### src/hdl/wst_pkg.sv
// Shared types, widths and register indexes for the wheel step trajectory tracker.
// Used by wst_step_logic and wheel_step_trajectory_tracker; depends on nothing.
`default_nettype none
package wst_pkg;

   // encoder count width and settle counter width
   localparam int COUNT_BITS  = 32;
   localparam int SETTLE_BITS = 16;
   localparam int TOTAL_BITS  = 31;
   localparam int STEP_BITS   = 16;
   localparam int MODE_BITS   = 2;
   localparam int CSR_BITS    = 3;
   localparam int CSR_DATA_BITS = TOTAL_BITS;

   // working width for error math: the wider of a count and a signed distance,
   // plus headroom for add, abs and subtract
   localparam int WIDE_BITS = (COUNT_BITS > TOTAL_BITS) ? COUNT_BITS : TOTAL_BITS + 1;
   localparam int ERR_BITS  = WIDE_BITS + 3;

   typedef logic signed [COUNT_BITS-1:0] count_type;
   typedef logic signed [ERR_BITS-1:0]   err_type;
   typedef logic [TOTAL_BITS-1:0]        cursor_type;
   typedef logic [SETTLE_BITS-1:0]       settle_type;

   // register indexes
   typedef enum logic [CSR_BITS-1:0] {
      CSR_TOTAL_TICKS  = 3'd0,
      CSR_MOTION_MODE  = 3'd1,
      CSR_TRAJ_STEP    = 3'd2,
      CSR_ERROR_TOL    = 3'd3,
      CSR_SETTLE_TICKS = 3'd4
   } csr_index_type;

   // motion modes
   typedef enum logic [MODE_BITS-1:0] {
      MODE_FORWARD  = 2'd0,
      MODE_BACKWARD = 2'd1,
      MODE_CCW      = 2'd2,
      MODE_CW       = 2'd3
   } motion_mode_type;

   // input op codes
   localparam logic OP_TICK  = 1'b0;
   localparam logic OP_START = 1'b1;

   typedef struct packed {
      logic [TOTAL_BITS-1:0]  move_length;
      logic [MODE_BITS-1:0]   motion_mode;
      logic [STEP_BITS-1:0]   trajectory_step;
      logic [STEP_BITS-1:0]   error_tolerance;
      logic [SETTLE_BITS-1:0] settle_ticks_needed;
   } cfg_type;

   typedef struct packed {
      count_type  right_reference;
      count_type  left_reference;
      cursor_type progress_cursor;
      settle_type settle_count;
      logic       move_done;
      logic       right_negative;
      logic       left_negative;
   } track_state_type;

   typedef struct packed {
      count_type right_setpoint;
      count_type left_setpoint;
      logic      drive_valid;
      logic      finished;
   } result_type;

   // absolute value in the working width (never overflows, headroom is kept)
   function automatic err_type abs_err(input err_type v);
      return v[ERR_BITS-1] ? -v : v;
   endfunction

   // sign-extend a count into the working width
   function automatic err_type ext_count(input count_type v);
      return err_type'(v);
   endfunction

   // zero-extend an unsigned 31-bit quantity into the working width
   function automatic err_type ext_total(input logic [TOTAL_BITS-1:0] v);
      return err_type'({{(ERR_BITS-TOTAL_BITS){1'b0}}, v});
   endfunction

   function automatic err_type ext_small(input logic [STEP_BITS-1:0] v);
      return err_type'({{(ERR_BITS-STEP_BITS){1'b0}}, v});
   endfunction

endpackage
`default_nettype wire

### src/hdl/wheel_step_trajectory_tracker.sv
// Top level of the wheel step trajectory tracker: registers, handshake, config.
// Depends on wst_pkg and wst_step_logic.
//
//   channel | direction | handshake             | payload
//   req     | in        | req_valid/req_ready   | op, right_count, left_count
//   rsp     | out       | rsp_valid/rsp_ready   | setpoints, drive_valid, finished
//   csr     | in        | csr_write_en          | csr_index, csr_data
//
// One item per cycle sustained while rsp_ready does not stall; each item waits in the
// input register and its result is loaded into the output register when it advances,
// so rsp_valid rises after the item has passed both register stages (two register stages).
// Between the two registers lies a single combinational pass in wst_step_logic.
// Synchronous active-high reset clears config, tracking state and both valids.
// A stalled result holds the output register; the input register still takes a
// new transfer whenever the item in it can move on in the same cycle.
`default_nettype none
module wheel_step_trajectory_tracker (
   input  wire logic                              clock,
   input  wire logic                              reset,
   input  wire logic                              req_valid,
   output logic                                   req_ready,
   input  wire logic                              req_op,
   input  wire wst_pkg::count_type                req_right_count,
   input  wire wst_pkg::count_type                req_left_count,
   output logic                                   rsp_valid,
   input  wire logic                              rsp_ready,
   output wst_pkg::count_type                     rsp_right_setpoint,
   output wst_pkg::count_type                     rsp_left_setpoint,
   output logic                                   rsp_drive_valid,
   output logic                                   rsp_finished,
   input  wire logic                              csr_write_en,
   input  wire logic [wst_pkg::CSR_BITS-1:0]      csr_index,
   input  wire logic [wst_pkg::CSR_DATA_BITS-1:0] csr_data
);

   logic                     in_valid_ff;
   logic                     in_op_ff;
   wst_pkg::count_type       in_right_ff;
   wst_pkg::count_type       in_left_ff;
   wst_pkg::cfg_type         cfg_ff, cfg_in;
   wst_pkg::track_state_type state_ff, state_in;
   logic                     out_valid_ff;
   wst_pkg::result_type      out_ff, out_in;
   logic                     advance;

   // move the held item on when the output register is free or draining
   assign advance   = in_valid_ff && (!out_valid_ff || rsp_ready);
   assign req_ready = !in_valid_ff || advance;

   wst_step_logic u_step (
      .op          (in_op_ff),
      .right_count (in_right_ff),
      .left_count  (in_left_ff),
      .cfg         (cfg_ff),
      .state_cur   (state_ff),
      .state_nxt   (state_in),
      .result      (out_in)
   );

   // decode register writes
   always_comb begin
      cfg_in = cfg_ff;
      if (csr_write_en) begin
         case (wst_pkg::csr_index_type'(csr_index))
            wst_pkg::CSR_TOTAL_TICKS:  cfg_in.move_length = csr_data;
            wst_pkg::CSR_MOTION_MODE:
               cfg_in.motion_mode = csr_data[wst_pkg::MODE_BITS-1:0];
            wst_pkg::CSR_TRAJ_STEP:
               cfg_in.trajectory_step = csr_data[wst_pkg::STEP_BITS-1:0];
            wst_pkg::CSR_ERROR_TOL:
               cfg_in.error_tolerance = csr_data[wst_pkg::STEP_BITS-1:0];
            wst_pkg::CSR_SETTLE_TICKS:
               cfg_in.settle_ticks_needed = csr_data[wst_pkg::SETTLE_BITS-1:0];
            default: cfg_in = cfg_ff;
         endcase
      end
   end

   // control and config registers
   always_ff @(posedge clock) begin
      if (reset) begin
         in_valid_ff  <= 1'b0;
         out_valid_ff <= 1'b0;
         cfg_ff       <= '0;
         state_ff     <= '0;
      end else begin
         cfg_ff <= cfg_in;
         if (req_ready) begin
            in_valid_ff <= req_valid;
         end
         if (advance) begin
            out_valid_ff <= 1'b1;
            state_ff     <= state_in;
         end else if (rsp_ready) begin
            out_valid_ff <= 1'b0;
         end
      end
   end

   // payload registers: capture on transfer, hold otherwise
   always_ff @(posedge clock) begin
      if (req_valid && req_ready) begin
         in_op_ff    <= req_op;
         in_right_ff <= req_right_count;
         in_left_ff  <= req_left_count;
      end
      if (advance) begin
         out_ff <= out_in;
      end
   end

   assign rsp_valid          = out_valid_ff;
   assign rsp_right_setpoint = out_ff.right_setpoint;
   assign rsp_left_setpoint  = out_ff.left_setpoint;
   assign rsp_drive_valid    = out_ff.drive_valid;
   assign rsp_finished       = out_ff.finished;

endmodule
`default_nettype wire

### src/hdl/wst_step_logic.sv
// Combinational work for one item: setpoints, cursor advance and end check.
// Depends on wst_pkg; instantiated by wheel_step_trajectory_tracker.
`default_nettype none
module wst_step_logic (
   input  wire logic                     op,
   input  wire wst_pkg::count_type       right_count,
   input  wire wst_pkg::count_type       left_count,
   input  wire wst_pkg::cfg_type         cfg,
   input  wire wst_pkg::track_state_type state_cur,
   output wst_pkg::track_state_type      state_nxt,
   output wst_pkg::result_type           result
);

   localparam wst_pkg::err_type COUNT_MAX =
      wst_pkg::err_type'({1'b0, {(wst_pkg::COUNT_BITS-1){1'b1}}});
   localparam wst_pkg::err_type COUNT_MIN = -COUNT_MAX - wst_pkg::err_type'(1);
   localparam wst_pkg::settle_type SETTLE_MAX = '1;

   logic              is_start;
   logic              do_drive;
   logic              new_rneg;
   logic              new_lneg;
   wst_pkg::count_type new_rref;
   wst_pkg::count_type new_lref;
   wst_pkg::err_type  rc_e, lc_e, rref_e, lref_e, cur_e, tot_e, step_e, tol_e;
   wst_pkg::err_type  rsum, lsum, rsat, lsat;
   wst_pkg::err_type  rtrack, ltrack, cur_gap, cand;
   logic              track_ok, snap;
   wst_pkg::cursor_type cursor_adv;
   wst_pkg::err_type  rtarget, ltarget, rend, lend;
   logic              settled;
   wst_pkg::settle_type settle_base, settle_new;

   always_comb begin
      is_start = (op == wst_pkg::OP_START);
      do_drive = !is_start && !state_cur.move_done;

      rc_e   = wst_pkg::ext_count(right_count);
      lc_e   = wst_pkg::ext_count(left_count);
      rref_e = wst_pkg::ext_count(state_cur.right_reference);
      lref_e = wst_pkg::ext_count(state_cur.left_reference);
      cur_e  = wst_pkg::ext_total(state_cur.progress_cursor);
      tot_e  = wst_pkg::ext_total(cfg.move_length);
      step_e = wst_pkg::ext_small(cfg.trajectory_step);
      tol_e  = wst_pkg::ext_small(cfg.error_tolerance);

      // setpoints: reference plus signed cursor, saturated to the count range
      rsum = rref_e + (state_cur.right_negative ? -cur_e : cur_e);
      lsum = lref_e + (state_cur.left_negative ? -cur_e : cur_e);
      rsat = (rsum > COUNT_MAX) ? COUNT_MAX : ((rsum < COUNT_MIN) ? COUNT_MIN : rsum);
      lsat = (lsum > COUNT_MAX) ? COUNT_MAX : ((lsum < COUNT_MIN) ? COUNT_MIN : lsum);

      // advance the cursor when both wheels track within one step of it
      rtrack   = cur_e - wst_pkg::abs_err(rc_e - rref_e);
      ltrack   = cur_e - wst_pkg::abs_err(lc_e - lref_e);
      track_ok = (rtrack <= step_e) && (rtrack >= -step_e) &&
                 (ltrack <= step_e) && (ltrack >= -step_e);
      cur_gap  = wst_pkg::abs_err(cur_e - tot_e);
      snap     = (cur_gap < tol_e);
      cand     = snap ? tot_e : (cur_e + step_e);
      if (cand > tot_e) begin
         cand = tot_e;
      end
      cursor_adv = track_ok ? wst_pkg::cursor_type'(cand[wst_pkg::TOTAL_BITS-1:0])
                            : state_cur.progress_cursor;

      // start latches references and signs from the motion mode
      new_rneg = state_cur.right_negative;
      new_lneg = state_cur.left_negative;
      new_rref = state_cur.right_reference;
      new_lref = state_cur.left_reference;
      if (is_start) begin
         new_rneg = (cfg.motion_mode == wst_pkg::MODE_BACKWARD) ||
                    (cfg.motion_mode == wst_pkg::MODE_CW);
         new_lneg = (cfg.motion_mode == wst_pkg::MODE_BACKWARD) ||
                    (cfg.motion_mode == wst_pkg::MODE_CCW);
         new_rref = right_count;
         new_lref = left_count;
      end

      // end check on the (possibly new) references
      rtarget = wst_pkg::ext_count(new_rref) + (new_rneg ? -tot_e : tot_e);
      ltarget = wst_pkg::ext_count(new_lref) + (new_lneg ? -tot_e : tot_e);
      rend    = wst_pkg::abs_err(rtarget) - wst_pkg::abs_err(rc_e);
      lend    = wst_pkg::abs_err(ltarget) - wst_pkg::abs_err(lc_e);
      settled = (tol_e >= rend) && (tol_e >= lend);

      // count settled items, saturating
      settle_base = is_start ? '0 : state_cur.settle_count;
      settle_new  = (settled && (settle_base != SETTLE_MAX))
                    ? settle_base + wst_pkg::settle_type'(1) : settle_base;

      state_nxt.right_reference = new_rref;
      state_nxt.left_reference  = new_lref;
      state_nxt.right_negative  = new_rneg;
      state_nxt.left_negative   = new_lneg;
      state_nxt.settle_count    = settle_new;
      state_nxt.move_done       = (settle_new >= cfg.settle_ticks_needed);
      if (is_start) begin
         state_nxt.progress_cursor = '0;
      end else if (do_drive) begin
         state_nxt.progress_cursor = cursor_adv;
      end else begin
         state_nxt.progress_cursor = state_cur.progress_cursor;
      end

      result.right_setpoint = do_drive ?
         wst_pkg::count_type'(rsat[wst_pkg::COUNT_BITS-1:0]) : '0;
      result.left_setpoint  = do_drive ?
         wst_pkg::count_type'(lsat[wst_pkg::COUNT_BITS-1:0]) : '0;
      result.drive_valid    = do_drive;
      result.finished       = state_nxt.move_done;
   end

endmodule
`default_nettype wire
### config.mk
export PLATFORM = sky130hd
export DESIGN_NAME = wheel_step_trajectory_tracker
export DESIGN_NICKNAME = d
export VERILOG_FILES = /design/src/hdl/wst_pkg.sv /design/src/hdl/wheel_step_trajectory_tracker.sv /design/src/hdl/wst_step_logic.sv
export SDC_FILE = /design/constraint.sdc
export NUM_CORES = 2
export LEC_CHECK = 0
export BUFFER_PORTS_ARGS = -buffer_cell sky130_fd_sc_hd__buf_2
export CAP_MARGIN = 15
export CELL_PAD_IN_SITES_DETAIL_PLACEMENT = 2
export CELL_PAD_IN_SITES_GLOBAL_PLACEMENT = 2
export CORE_MARGIN = 3
export CORE_UTILIZATION = 38
export DETAILED_ROUTE_END_ITERATION = 16
export HOLD_SLACK_MARGIN = 0.15
export PLACE_DENSITY_LB_ADDON = 0.12
export SKIP_LAST_GASP = 1
export SLEW_MARGIN = 20
export SYNTH_ARGS = -nofsm -noshare
export SYNTH_HDL_FRONTEND = slang
export SYNTH_SLANG_ARGS = --single-unit
### constraint.sdc
create_clock -name clock -period 15.61 [get_ports clock]
set_clock_uncertainty 0.1 [all_clocks]
set_input_delay 0.7805 -clock clock [delete_from_list [all_inputs] [get_ports clock]]
set_output_delay 0.7805 -clock clock [all_outputs]
set_load 0.005 [all_outputs]
==> metrics.txt <==
drt wl/cell=29.9 µm; max-slew violations=0; H-tree Lvls=2; First-pass DRT Iterations=5; die width=364 µm; TritonCTS Buffers=47; number of cell rows=130; buffers added on ports=171; initial antenna violation count=10; crit path capture type=flop; Vias/cell=6.45; Slew @ Worst Pin=1.21 ns; Synth Area in Compound Gates=0.277; WP data required=16.07 ns; synth unique cells=96; Max Fclk=0.0693 GHz; slowest stage cell, crit path=o311ai_0; # DRC=0; total die area=133000 µm²; # fillers=15100; final setup vio count=0; vias in the first global route=56300; first-pass GRT wire length=370 mm; crit start category=flop; global route overflow=0; VDD IR-drop max=0.000101 V; Seq/Total Area, Yosys=0.162; multiplexer share of the synthesized area=0.0125; post-synthesis adder-cell area fraction=0.155; largest family of logic cells by synthesized area=compound AO/OA/AOI/OAI gates; CTS tree=yes; P&R area growth vs syn=8.43%; synth top area cells=ha_1 (15%), dfxtp_1 (8.1%), edfxtp_1 (8.1%); Synth Instances=6702; number of I/O pins=172; final hold violation count=0; Hold/Removal Path Class=in2reg; DR vias=54100; Top FF cell, synth=dfxtp_1; largest net degree at the start of global routing=127; most frequent cells after synthesis=nand2_1 (899), a21oi_1 (657), ha_1 (585); #FFs+latches synth=328; area of the multi-input gates=38700 µm²; yosys warns=0; fraction of registers with async set/reset=0; Pleak=21.9 nW; Crit path largest cell delay=0.76 ns; number of DRC markers after the initial detailed-route iteration=4455; PD cells=105 nW/µm²; Fin Setup TNS=0 ns; total setup buffers inserted after CTS=0; count leader, synth=nand2_1; Final HPWL DP=206 mm; Synth Area in XOR/XNOR=0.107; Post-synth EDFFs=131; outcome=finished, final reports clean; share of cells above drive strength 1=0.0661; Worst-Skew Late Latency=0.67 ns; Cell Area, Synth=48800 µm²; Clock transition at path regs=0.07 ns; simple logic cell fraction of the synthesized area=0.239; area of the core=127000 µm²; placed insts=8295; Initial Util=0.385; gr usage total=0.368; area leader, netlist=ha_1; nets@finish=7397; MaxCap Viol Count=0; Syn Area/Cell=7.28 µm²; Routed Antenna Nets=0; Slew Limit Headroom=0.175; Tmin final=14.44 ns; register area=7880 µm²; critical path arrival=14.90 ns; RSZ-0062 raised after global routing=false; period utilization=0.925; Total Wirelength=251 mm; share of the synthesized area in the top cell type=0.150; clk sinks=328; fin cells=8386; clk root buf=clkbuf_16; worst-path fanout max=22; Setup CP Type=reg2reg; CTS Buffer Depth=3; GPL Wtd Cong=0.974; Die Y=364 µm
==> per-layer routing <==
| metal | routed length, µm | vias up | global-route usage |
|---|---|---|---|
| met5 | 55 | - | 0 |
| met4 | 15200 | 8 | 0.194 |
| met3 | 15800 | 518 | 0.0582 |
| met2 | 112000 | 1619 | 0.592 |
| met1 | 108000 | 27400 | 0.473 |
| li1 | - | 24600 | - |
==> repair_timing <==
action | 4_1_cts | 5_1_grt
endpoints found under the setup margin | 0 | 2
hold endpoints to repair | 2 | 0
hold buffers | 2 | 0
gates resized for setup | 0 | 2
==> cell type report <==
type | count | share of cell area
clock inverter | 28 | 0.00644
antenna | 2 | 0.0000946
inverter | 302 | 0.0215
tap | 1650 | 0.0390
timing repair buffer | 249 | 0.0278
sequential | 328 | 0.149
clock buffer | 59 | 0.0248
multi-input combinational | 5768 | 0.731
==> power by group <==
group,switching [W],total [W],internal (W)
sequential,0.0000608,0.000992,0.000931
clock,0.000505,0.00119,0.000685
combinational,0.00214,0.00335,0.00121
==> critical path: cells and delay by family (launching register included) <==
family / cells / cell delay, ns
XOR/XNOR: 5 / 0.96
flip-flops: 1 / 0.41
adder cells (fa/ha/maj): 4 / 1.30
AND/OR/NAND/NOR: 20 / 4.43
AO/OA/AOI/OAI: 27 / 6.50
buffers and inverters: 2 / 0.58
==> metrics by stage <==
step | power [W] | instance area (µm²) | worst slack (ns) | util | hold WS, ns
detailed placement | 0.00427 | 51200 | 0.994 | 0.404 | 0.351
global route | 0.00590 | 52900 | 0.0896 | 0.418 | 0.171
floorplan | 0.00324 | 48800 | 3.84 | - | 0.336
global placement | 0.00416 | 51200 | 1.51 | 0.404 | 0.346
CTS | 0.00548 | 52900 | 0.923 | 0.418 | 0.153
finish | 0.00553 | 52900 | 1.17 | 0.418 | 0.189
==> layout by cell type, fill, tap and decap left out, drive strengths merged, types with 22 or more instances in the layout <==
cell,Yosys,final
a2111oi,28,28
a211o,36,36
a211oi,76,76
a21boi,24,24
a21o,200,200
a21oi,658,658
a31o,22,22
a31oi,60,60
and2,76,76
and3,95,95
buf,42,247
clkbuf,265,59
dfxtp,197,197
edfxtp,131,131
ha,585,585
inv,302,306
mux2i,43,43
nand2,899,899
nand2b,81,81
nand3,137,137
nand4,137,137
nor2,447,447
nor2b,73,73
nor3,156,156
nor3b,24,24
nor4,54,54
o2111ai,24,24
o211ai,86,86
o21a,102,102
o21ai,429,429
o21bai,44,44
o31ai,72,72
o41ai,23,23
or2,28,28
or3,83,83
or4,42,42
xnor2,385,385
xor2,212,212
==> flip-flops by register name, indices dropped and copies added (netlist names), 32 cells and up <==
register,count
rsp_left_setpoint,32
cfg_ff,81
state_ff,114
in_right_ff,32
in_left_ff,32
rsp_right_setpoint,32
==> cell families after synthesis <==
| kind of cell | after synthesis |
|---|---|
| xor+xnor | 597 |
| simple gates | 2411 |
| compound gates | 2100 |
| fa+ha+maj | 597 |
| other cells | 1 |
| buf+inv | 609 |
| mux | 59 |
| flops | 328 |
==> worst paths after layout <==
check                                   startpoint        endpoint  slack [ns]  cells after the start
worst min-delay path            req_left_count[10]  in_left_ff[10]        0.19                      1
worst min register to register           cfg_ff[4]       cfg_ff[4]        0.36                      2
worst max-delay path                    cfg_ff[50]     state_ff[2]        1.17                     58
worst max register to register          cfg_ff[50]     state_ff[2]        1.17                     58
Note: power is estimated with default switching activity, not from simulation.
